$ cat src/rmw_pkg.sv
`timescale 1ns / 1ps
package rmw_pkg;

	localparam int DEPTH = 64;
	localparam int IDX_W = $clog2(DEPTH);
	localparam int CNT_W = $clog2(DEPTH + 1);

	typedef logic signed [31:0] sample_t;

	typedef enum logic [1:0] {
		CMD_INSERT = 2'd0,
		CMD_REMOVE = 2'd1,
		CMD_CLEAR  = 2'd2,
		CMD_NONE   = 2'd3
	} cmd_t;

	typedef enum logic [1:0] {
		ST_OK     = 2'd0,
		ST_FULL   = 2'd1,
		ST_ABSENT = 2'd2
	} status_t;

	typedef struct packed {
		logic ins;
		logic rem;
	} cell_op_t;

endpackage

$ cat src/rmw_cell.sv
`timescale 1ns / 1ps
module rmw_cell
	import rmw_pkg::*;
(
	input  logic     clk,
	input  cell_op_t op,
	input  sample_t  v,
	input  logic     in_range,
	input  logic     left_gt,
	input  sample_t  left_val,
	input  sample_t  right_val,
	output logic     gt,
	output logic     eq,
	output sample_t  val
);

	sample_t val_q;

	// empty slots act as plus infinity
	assign gt  = !in_range || (val_q > v);
	assign eq  = in_range && (val_q == v);
	assign val = val_q;

	always_ff @(posedge clk) begin
		if (op.ins && gt) begin
			val_q <= left_gt ? left_val : v;
		end else if (op.rem && in_range && (val_q >= v)) begin
			val_q <= right_val;
		end
	end

endmodule

$ cat config.mk
export PLATFORM = sky130hd
export DESIGN_NAME = rmw_cell
export DESIGN_NICKNAME = d
export VERILOG_FILES = /design/src/rmw_pkg.sv /design/src/rmw_cell.sv
export SDC_FILE = /design/constraint.sdc
export NUM_CORES = 1
export LEC_CHECK = 0
export ABC_AREA = 1
export BUFFER_PORTS_ARGS = -buffer_cell sky130_fd_sc_hd__buf_2
export CORE_ASPECT_RATIO = 0.7
export CORE_UTILIZATION = 50
export DETAILED_ROUTE_END_ITERATION = 16
export GPL_TIMING_DRIVEN = 0
export PLACE_DENSITY = 0.86
export SYNTH_ARGS = -nofsm -noshare
export SYNTH_HDL_FRONTEND = slang
export SYNTH_SLANG_ARGS = --single-unit
export TNS_END_PERCENT = 1
$ cat constraint.sdc
create_clock -name clk -period 4.81 [get_ports clk]
set_input_delay 0.7215 -clock clk [delete_from_list [all_inputs] [get_ports clk]]
set_output_delay 0.7215 -clock clk [all_outputs]
set_load 0.02 [all_outputs]
==> results of run 1 <==
## metal layers
| layer | wire length, um | up-vias |
|---|---|---|
| met3 | 761 | 8 |
| met4 | 72 | 0 |
| met2 | 3500 | 151 |
| li1 | - | 1509 |
| met5 | 0 | - |
| met1 | 3310 | 1301 |
## kinds of logic after synthesis
group / after synthesis
AO/OA/AOI/OAI: 51
adder cells (fa/ha/maj): 32
buffers and inverters: 62
flip-flops: 32
multiplexers: 1
AND/OR/NAND/NOR: 186
## where the power goes
group / internal [mW] / total, mW / switching, mW
Clock: 0.101 / 0.193 / 0.0923
Sequential: 0.380 / 0.407 / 0.0271
Combinational: 0.174 / 0.455 / 0.282
Total: 0.654 / 1.05 / 0.401
## through the flow
step / area (um^2) / worst slack (ns)
2_1_floorplan: 2710 / 1.65
3_3_place_gp: 3460 / 1.03
3_5_place_dp: 3460 / 0.937
4_1_cts: 3540 / 1.23
5_1_grt: 3570 / 1.40
6_report: 3570 / 1.64
## cell usage in the layout (no fill, tap or decap), types with 8 or more instances in the layout
cell type  instances
a21oi_1           14
buf_2            134
clkbuf_1          16
edfxtp_1          32
ha_1              32
inv_1             42
nand2_1          135
nand4_1           34
nor2_1             8
o21ai_0           33
## final timing paths
| check | depth (start not counted) | to | start |
|---|---|---|---|
| setup reg to reg | 13 | val[2] | val[31] |
| hold reg to reg | 5 | val[31] | val[31] |
| hold / removal | 3 | val[31] | right_val[31] |
| setup / recovery | 15 | val[2] | v[31] |
## critical path, delay by kind of cell
family	cells	cell delay (ns)
buf+inv	4	0.55
fa+ha+maj	1	0.36
simple gates	10	1.53
## area by class of cell
class	instances	area share (%)
clock buffer	7	2.14
tap	72	2.52
buffer	20	2.91
multi-input combinational	270	41.7
inverter	42	4.41
sequential	32	26.9
clock inverter	1	0.105
timing repair buffer	133	19.3
==> impl_metrics.json, run 1 <==
{
  "synth_top_area_cell": "edfxtp_1",
  "rsz0062_at_grt": "false",
  "synth_area_per_cell_um2": 7.45,
  "synth-edff-count": 32,
  "wl_per_cell_um": 13.2,
  "fin_total_pwr_mw": 1.05,
  "synth_top_area_share_pct": 35.4,
  "timing.critical_path.mode_cell": "nand2_1",
  "globalplace.congestion": 0.858,
  "antennaDiodeCount": 0,
  "grt_pass1_wl_um": 12600,
  "grt_overflow": 0,
  "io_pins": 135,
  "crit_type": "input pin to flop",
  "fin_tns_setup_ns": 0,
  "cp.required_ns": 4.79,
  "layout.nets": 637,
  "irDropWorstVdd_v": 0.000145,
  "slew_viol_final": 0,
  "critical_path_arrival_ns": 3.14,
  "synth_cell_types": 20,
  "reg2reg_slack_ns": 1.82,
  "clk_latency_ns": 0.28,
  "final_core_util_pct": 68.3,
  "hold_viol": 0,
  "synthTopCellsByCount": "nand2_1, inv_1, nand4_1, o21ai_0",
  "cts_tree": "yes",
  "clock_skew_ns": 0.00664,
  "cts.path.max_buffers": 2,
  "slew_headroom_pct": 60.3,
  "grt_max_degree": 33,
  "setup_viol_count_final": 0,
  "num_vias": 2969,
  "htreeDepth": 2,
  "grt_use_met2_pct": 45.2,
  "powerDensity_nw_per_um2": 295,
  "ctsHoldBuffers": 0,
  "register_area_um2": 961,
  "drive_gt1_share_pct": 29.5,
  "synth_mux_area_share_pct": 0.415,
  "leakagePower_nw": 1.97,
  "max_cap_violations": 0,
  "fin_crit_sh_pct": 65.8,
  "cts-root-buf": "clkbuf_8",
  "die_y_um": 63.6,
  "port_buffers": 132,
  "num_rows": 22,
  "synth_area_leaders": "edfxtp_1, nand2_1, ha_1",
  "status": "complete, no violations",
  "synthFlopType": "edfxtp_1",
  "clkTransAtPathRegs_ns": 0.06,
  "finalWirelength_um": 7640,
  "end_kind": "flop",
  "synth.most_common_cell": "nand2_1",
  "syn_to_final_growth_pct": 31.6,
  "post_cts_resized": 0,
  "cpMaxStageDelayCell": "nand2_1",
  "cts_setup_buffers": 0,
  "drt_iter0_drc": 191,
  "met3_usage_pct": 6.04,
  "fin_cells": 577,
  "path_cells": "buf_2 -> inv_1 -> ha_1 -> nand2_1 -> nor2_2 -> nand2_1 -> nor2_2 -> nand2_1 -> nand2_1 -> nand2_1 -> nand3_2 -> nand3_4 -> buf_6 -> nand2_1 -> buf_16",
  "multi_input_area_um2": 1490,
  "synthSimpleGateAreaFrac_pct": 30.0,
  "largest_register_ffs": 32,
  "core_um2": 5230,
  "holdCritPathClass": "input pin to flop",
  "grt.busiest_layer": "met2",
  "final.min_clock_period_ns": 3.17,
  "startpoint_type": "input pin",
  "async_reset_ff_share_pct": 0,
  "firstDrtPassIters": 5,
  "syn-instance-count": 364,
  "fillers": 471,
  "initial_core_util_pct": 51.9,
  "cp_max_fo": 21,
  "synth-adder-area-share_pct": 14.8,
  "post_drt_via_cell_ratio": 5.15,
  "yosysWarningCount": 0,
  "seq_area_frac_synth_pct": 35.4,
  "grtUsageTotal_pct": 27.8,
  "cpPeakStageDelay_ns": 0.45,
  "drcViolationCount": 0,
  "drtAntennaViolNets": 0,
  "synth_compound_gate_area_share_pct": 9.73,
  "max_clock_freq_mhz": 316,
  "antenna_found_initial": 0,
  "grtUsageMet1_pct": 38.1,
  "worst_pin_slew_ns": 0.594,
  "grt_pass1_vias": 2797,
  "synth_seq_cells": 32,
  "clock-sinks": 32,
  "syn-cell-area_um2": 2710,
  "synth_nets": 497,
  "synthXorXnorAreaFrac_pct": 0,
  "hold_ws_ns": 0.710,
  "dp.cells": 568,
  "synth_top_family_by_area": "simple AND/OR/NAND/NOR gates",
  "dp_hpwl_um": 6170,
  "die_x_um": 90.0,
  "cts_buffers": 5,
  "die_area_um2": 5730
}
Power figures use the tool's default switching activity.
==> run 2: changes to the inputs <==
CORE_UTILIZATION = 47   (was 50)
PLACE_DENSITY = 0.82   (was 0.86)
clock period = 2.97 ns   (was 4.81 ns; I/O delays follow)
==> impl_metrics.json, run 2 (same netlist as run 1, synthesis figures left out) <==
{
  "cts_buffers": 5,
  "clk_latency_ns": 0.28,
  "clkTransAtPathRegs_ns": 0.07,
  "rr_endpoint": "val[26]",
  "reg2reg_slack_ns": 0.29,
  "dp_hpwl_um": 6090,
  "grt_overflow": 0,
  "fin_total_pwr_mw": 1.68,
  "end_kind": "flop",
  "path_cells": "ha_1 -> nand2_1 -> nor2_2 -> nand2_1 -> nor2_2 -> nand2_1 -> nand2_1 -> nand2_1 -> nand3_2 -> nand3_4 -> buf_6 -> nand2_4",
  "setup_viol_count_final": 0,
  "final_cell_mix": "nand2_1, buf_2, inv_1",
  "core_um2": 5400,
  "port_buffers": 132,
  "status": "complete, no violations",
  "rsz0062_at_grt": "false",
  "met1Wirelength_um": 3560,
  "clock_skew_ns": 0.00797,
  "hold_depth": 3,
  "final.min_clock_period_ns": 2.68,
  "finalWirelength_um": 7600,
  "max_cap_violations": 0,
  "grt_pass1_wl_um": 12100,
  "grt_pass1_vias": 2707,
  "syn_to_final_growth_pct": 30.8,
  "fin_tns_setup_ns": 0,
  "final.setup.worst_slack_ns": 0.292,
  "slew_headroom_pct": 69.0,
  "fin_cells": 575,
  "grtUsageTotal_pct": 25.8,
  "cts-root-buf": "clkbuf_8",
  "drtAntennaViolNets": 0,
  "firstDrtPassIters": 5,
  "p_clk_share_pct": 18.2,
  "max_clock_freq_mhz": 373,
  "num_vias": 2948,
  "die_x_um": 92.8,
  "io_pins": 135,
  "drt_iter0_drc": 162,
  "fin_crit_sh_pct": 90.2,
  "largest_register_ffs": 32,
  "hp-start": "right_val[13]",
  "netSwitchingPower_mw": 0.645,
  "drcViolationCount": 0,
  "layout.nets": 636,
  "critical_path_arrival_ns": 2.61,
  "wl_per_cell_um": 13.2,
  "clock-sinks": 32,
  "final_core_util_pct": 65.7,
  "die_y_um": 65.6,
  "hold_viol": 0,
  "route.met2.wl_um": 3390,
  "cts_tree": "yes",
  "antenna_found_initial": 0,
  "post_drt_via_cell_ratio": 5.13,
  "cts.path.max_buffers": 2,
  "worst_pin_slew_ns": 0.465,
  "r2r-start": "val[31]",
  "ctsHoldBuffers": 0,
  "leakagePower_nw": 1.96,
  "whs_endpoint": "val[13]",
  "p_int_mw": 1.04,
  "holdCritPathClass": "input pin to flop",
  "cpPeakStageDelay_ns": 0.38,
  "crit_type": "flop to flop",
  "met3_length_um": 565,
  "dp.cells": 568,
  "cpMaxStageDelayCell": "edfxtp_1",
  "die_area_um2": 6080,
  "drive_gt1_share_pct": 29.6,
  "timing.critical_path.mode_cell": "nand2_1",
  "startpoint_type": "flop",
  "initial_core_util_pct": 50.3,
  "reg2reg_depth": 12,
  "irDropWorstVdd_v": 0.000242,
  "num_rows": 22,
  "preCtsSetupSlack_ns": -0.555,
  "cp.required_ns": 2.90,
  "htreeDepth": 2,
  "globalplace.congestion": 0.829,
  "antennaDiodeCount": 0,
  "slew_viol_final": 0,
  "cp_max_fo": 32,
  "power.combinational.fraction_pct": 42.6,
  "highest_layer": "met4",
  "powerDensity_nw_per_um2": 474,
  "grt_max_degree": 33,
  "seq_power_share_pct": 39.3,
  "p_sw_share_pct": 38.3
}
==> run 2: cell type report <==
class | instances | area, um^2
Fill cell | 495 | 1850
Multi-Input combinational cell | 270 | 1500
Sequential cell | 32 | 961
Timing Repair Buffer | 132 | 661
Inverter | 42 | 158
Buffer | 20 | 104
Tap cell | 72 | 90.1
Clock buffer | 5 | 68.8
Clock inverter | 2 | 7.51
==> run 2: repair_timing <==
action                     4_1_cts  5_1_grt
resized for setup                1        1
setup endpoints to repair       32       32
buffers inserted                 0        0
==> run 2: stage by stage <==
step | hold slack [ns] | cell area [um^2]
after floorplan | 0.624 | 2710
after global placement | 0.711 | 3460
after detailed placement | 0.713 | 3460
after CTS | 0.417 | 3540
after global routing | 0.420 | 3550
final | 0.425 | 3550
==> run 2: per-layer routing <==
layer	vias to the layer above	GRT usage, %
met1	1310	35.5
met3	9	5.09
li1	1510	-
met4	0	7.69
met5	-	0
met2	119	41.3
==> run 2: worst max path at each step <==
stage            start      end  slack (ns)  cells after the start
2_1_floorplan  val[31]   val[0]        0.05                     12
3_3_place_gp     v[31]   val[8]       -0.54                     14
3_5_place_dp     v[31]  val[13]       -0.55                     14
4_1_cts        val[31]  val[26]        0.06                     12
5_1_grt        val[15]   val[7]        0.03                     14
6_report       val[31]  val[26]        0.29                     12
==> run 2: power by group through the flow <==
stage / clock network, mW / registers (mW) / logic, mW
floorplan: 0 / 0.766 / 0.365
global placement: 0 / 0.668 / 0.689
detailed placement: 0 / 0.672 / 0.708
CTS: 0.309 / 0.661 / 0.712
global route: 0.334 / 0.670 / 0.808
finish: 0.306 / 0.660 / 0.716
==> run 2: critical path, delay by kind of cell, from the launching register on <==
kind | cells | cell delay, ns
flops | 1 | 0.38
fa+ha+maj | 1 | 0.38
buf+inv | 1 | 0.19
simple gates | 10 | 1.36
==> run 3: changes to the inputs <==
CELL_PAD_IN_SITES_DETAIL_PLACEMENT = 1   (was default)
CELL_PAD_IN_SITES_GLOBAL_PLACEMENT = 2   (was default)
CORE_MARGIN = 2   (was default)
CORE_UTILIZATION = 24   (was 47)
PLACE_DENSITY = default   (was 0.82)
PLACE_DENSITY_LB_ADDON = 0.1   (was default)
==> impl_metrics.json, run 3 (same netlist as run 1, synthesis figures left out) <==
{
  "final_core_util_pct": 33.8,
  "critical_path_arrival_ns": 2.22,
  "num_rows": 32,
  "initial_core_util_pct": 24.6,
  "wl_per_cell_um": 15.2,
  "cp_max_fo": 7,
  "status": "complete, no violations",
  "grt_pass1_wl_um": 15300,
  "max_clock_freq_mhz": 375,
  "drive_gt1_share_pct": 29.8,
  "fin_area_um2": 3720,
  "num_vias": 2968,
  "final.min_clock_period_ns": 2.67,
  "post_drt_via_cell_ratio": 4.52,
  "cts.path.max_buffers": 2,
  "antennaDiodeCount": 0,
  "io_pins": 135,
  "drcViolationCount": 0,
  "clock-sinks": 32,
  "cts_setup_buffers": 0,
  "clk_latency_ns": 0.28,
  "clock_skew_ns": 0.00351,
  "grt_max_degree": 33,
  "slew_viol_final": 0,
  "cts_buffers": 5,
  "leakagePower_nw": 1.99,
  "dp_hpwl_um": 8060,
  "end_kind": "output pin",
  "grtUsageTotal_pct": 16.7,
  "cp.required_ns": 2.52,
  "worst_pin_slew_ns": 0.522,
  "drtAntennaViolNets": 0,
  "rsz0062_at_grt": "false",
  "fin_total_pwr_mw": 1.91,
  "grt_pass1_vias": 3025,
  "startpoint_type": "flop",
  "powerDensity_nw_per_um2": 514,
  "cts-root-buf": "clkbuf_16",
  "htreeDepth": 2,
  "clkTransAtPathRegs_ns": 0.05,
  "grt_overflow": 0,
  "largest_register_ffs": 32,
  "slew_headroom_pct": 65.2,
  "crit_type": "flop to output pin",
  "drt_iter0_drc": 70,
  "port_buffers": 132,
  "holdCritPathClass": "input pin to flop",
  "fin_crit_sh_pct": 89.7,
  "antenna_found_initial": 0,
  "syn_to_final_growth_pct": 37.2,
  "setup_viol_count_final": 0,
  "die_x_um": 131,
  "firstDrtPassIters": 4,
  "cts_tree": "yes",
  "final_cell_mix": "nand2_1, buf_2, inv_1",
  "max_cap_violations": 0,
  "finalWirelength_um": 9960,
  "die_y_um": 93.0,
  "globalplace.congestion": 0.777,
  "layout.nets": 636,
  "reg2reg_slack_ns": 0.36,
  "hold_viol": 0,
  "fillers": 1413,
  "core_um2": 11000,
  "dpl_cell_area_um2": 3570,
  "irDropWorstVdd_v": 0.000208,
  "die_area_um2": 12200,
  "fin_tns_setup_ns": 0
}
run 3: power breakdown:
part | switching (mW) | total [mW] | internal (mW)
Combinational | 0.474 | 0.744 | 0.270
Clock | 0.199 | 0.507 | 0.309
Sequential | 0.0450 | 0.661 | 0.616
run 3: through the flow:
| stage | instances | setup slack, ns | hold slack [ns] |
|---|---|---|---|
| finish | 657 | 0.304 | 0.427 |
| global route | 657 | 0.0971 | 0.439 |
| CTS | 657 | 0.150 | 0.424 |
| detailed placement | 649 | -0.303 | 0.717 |
| global placement | 649 | -0.872 | 0.714 |
| floorplan | 364 | 0.0528 | 0.624 |
run 3: worst max-delay path, stage by stage, from the launching register on:
cell and delay (ns):
edfxtp_1 0.39, ha_1 0.31, nand2_1 0.07, nor2_1 0.19, nand4_1 0.20, nor2_1 0.22
nand3_2 0.22, inv_1 0.12, a31oi_1 0.05, buf_2 0.17
run 3: layer usage:
layer  routed length (um)  GRT usage (%)  part of all wire (%)  vias up
met5                    0              0                     0        -
met3                  621           4.45                   6.2        8
li1                     -              -                     -     1507
met1                 4950           22.9                    50     1367
met4                   87           3.46                  0.87        0
met2                 4300           26.3                    43       86
run 3: repair_timing:
| item | CTS | global route |
|---|---|---|
| gates resized for setup | 1 | 2 |
| setup endpoints to repair | 32 | 33 |
| hold buffers | 0 | 0 |
run 3: worst paths after layout:
path                 from  endpoint  depth (start not counted)
max                val[7]        gt                          9
min          right_val[6]    val[6]                          3
max reg2reg       val[31]    val[8]                         12
min reg2reg       val[31]   val[31]                          5
run 3: layout make-up:
type / count / area [um^2] / area share (%)
flip-flops and latches: 32 / 961 / 25.8
well taps: 153 / 191 / 5.14
clock inverters: 1 / 3.75 / 0.101
clock buffers: 7 / 133 / 3.56
repair buffers: 132 / 661 / 17.7
inverters: 42 / 158 / 4.24
multi-input cells: 270 / 1510 / 40.6
plain buffers: 20 / 104 / 2.79
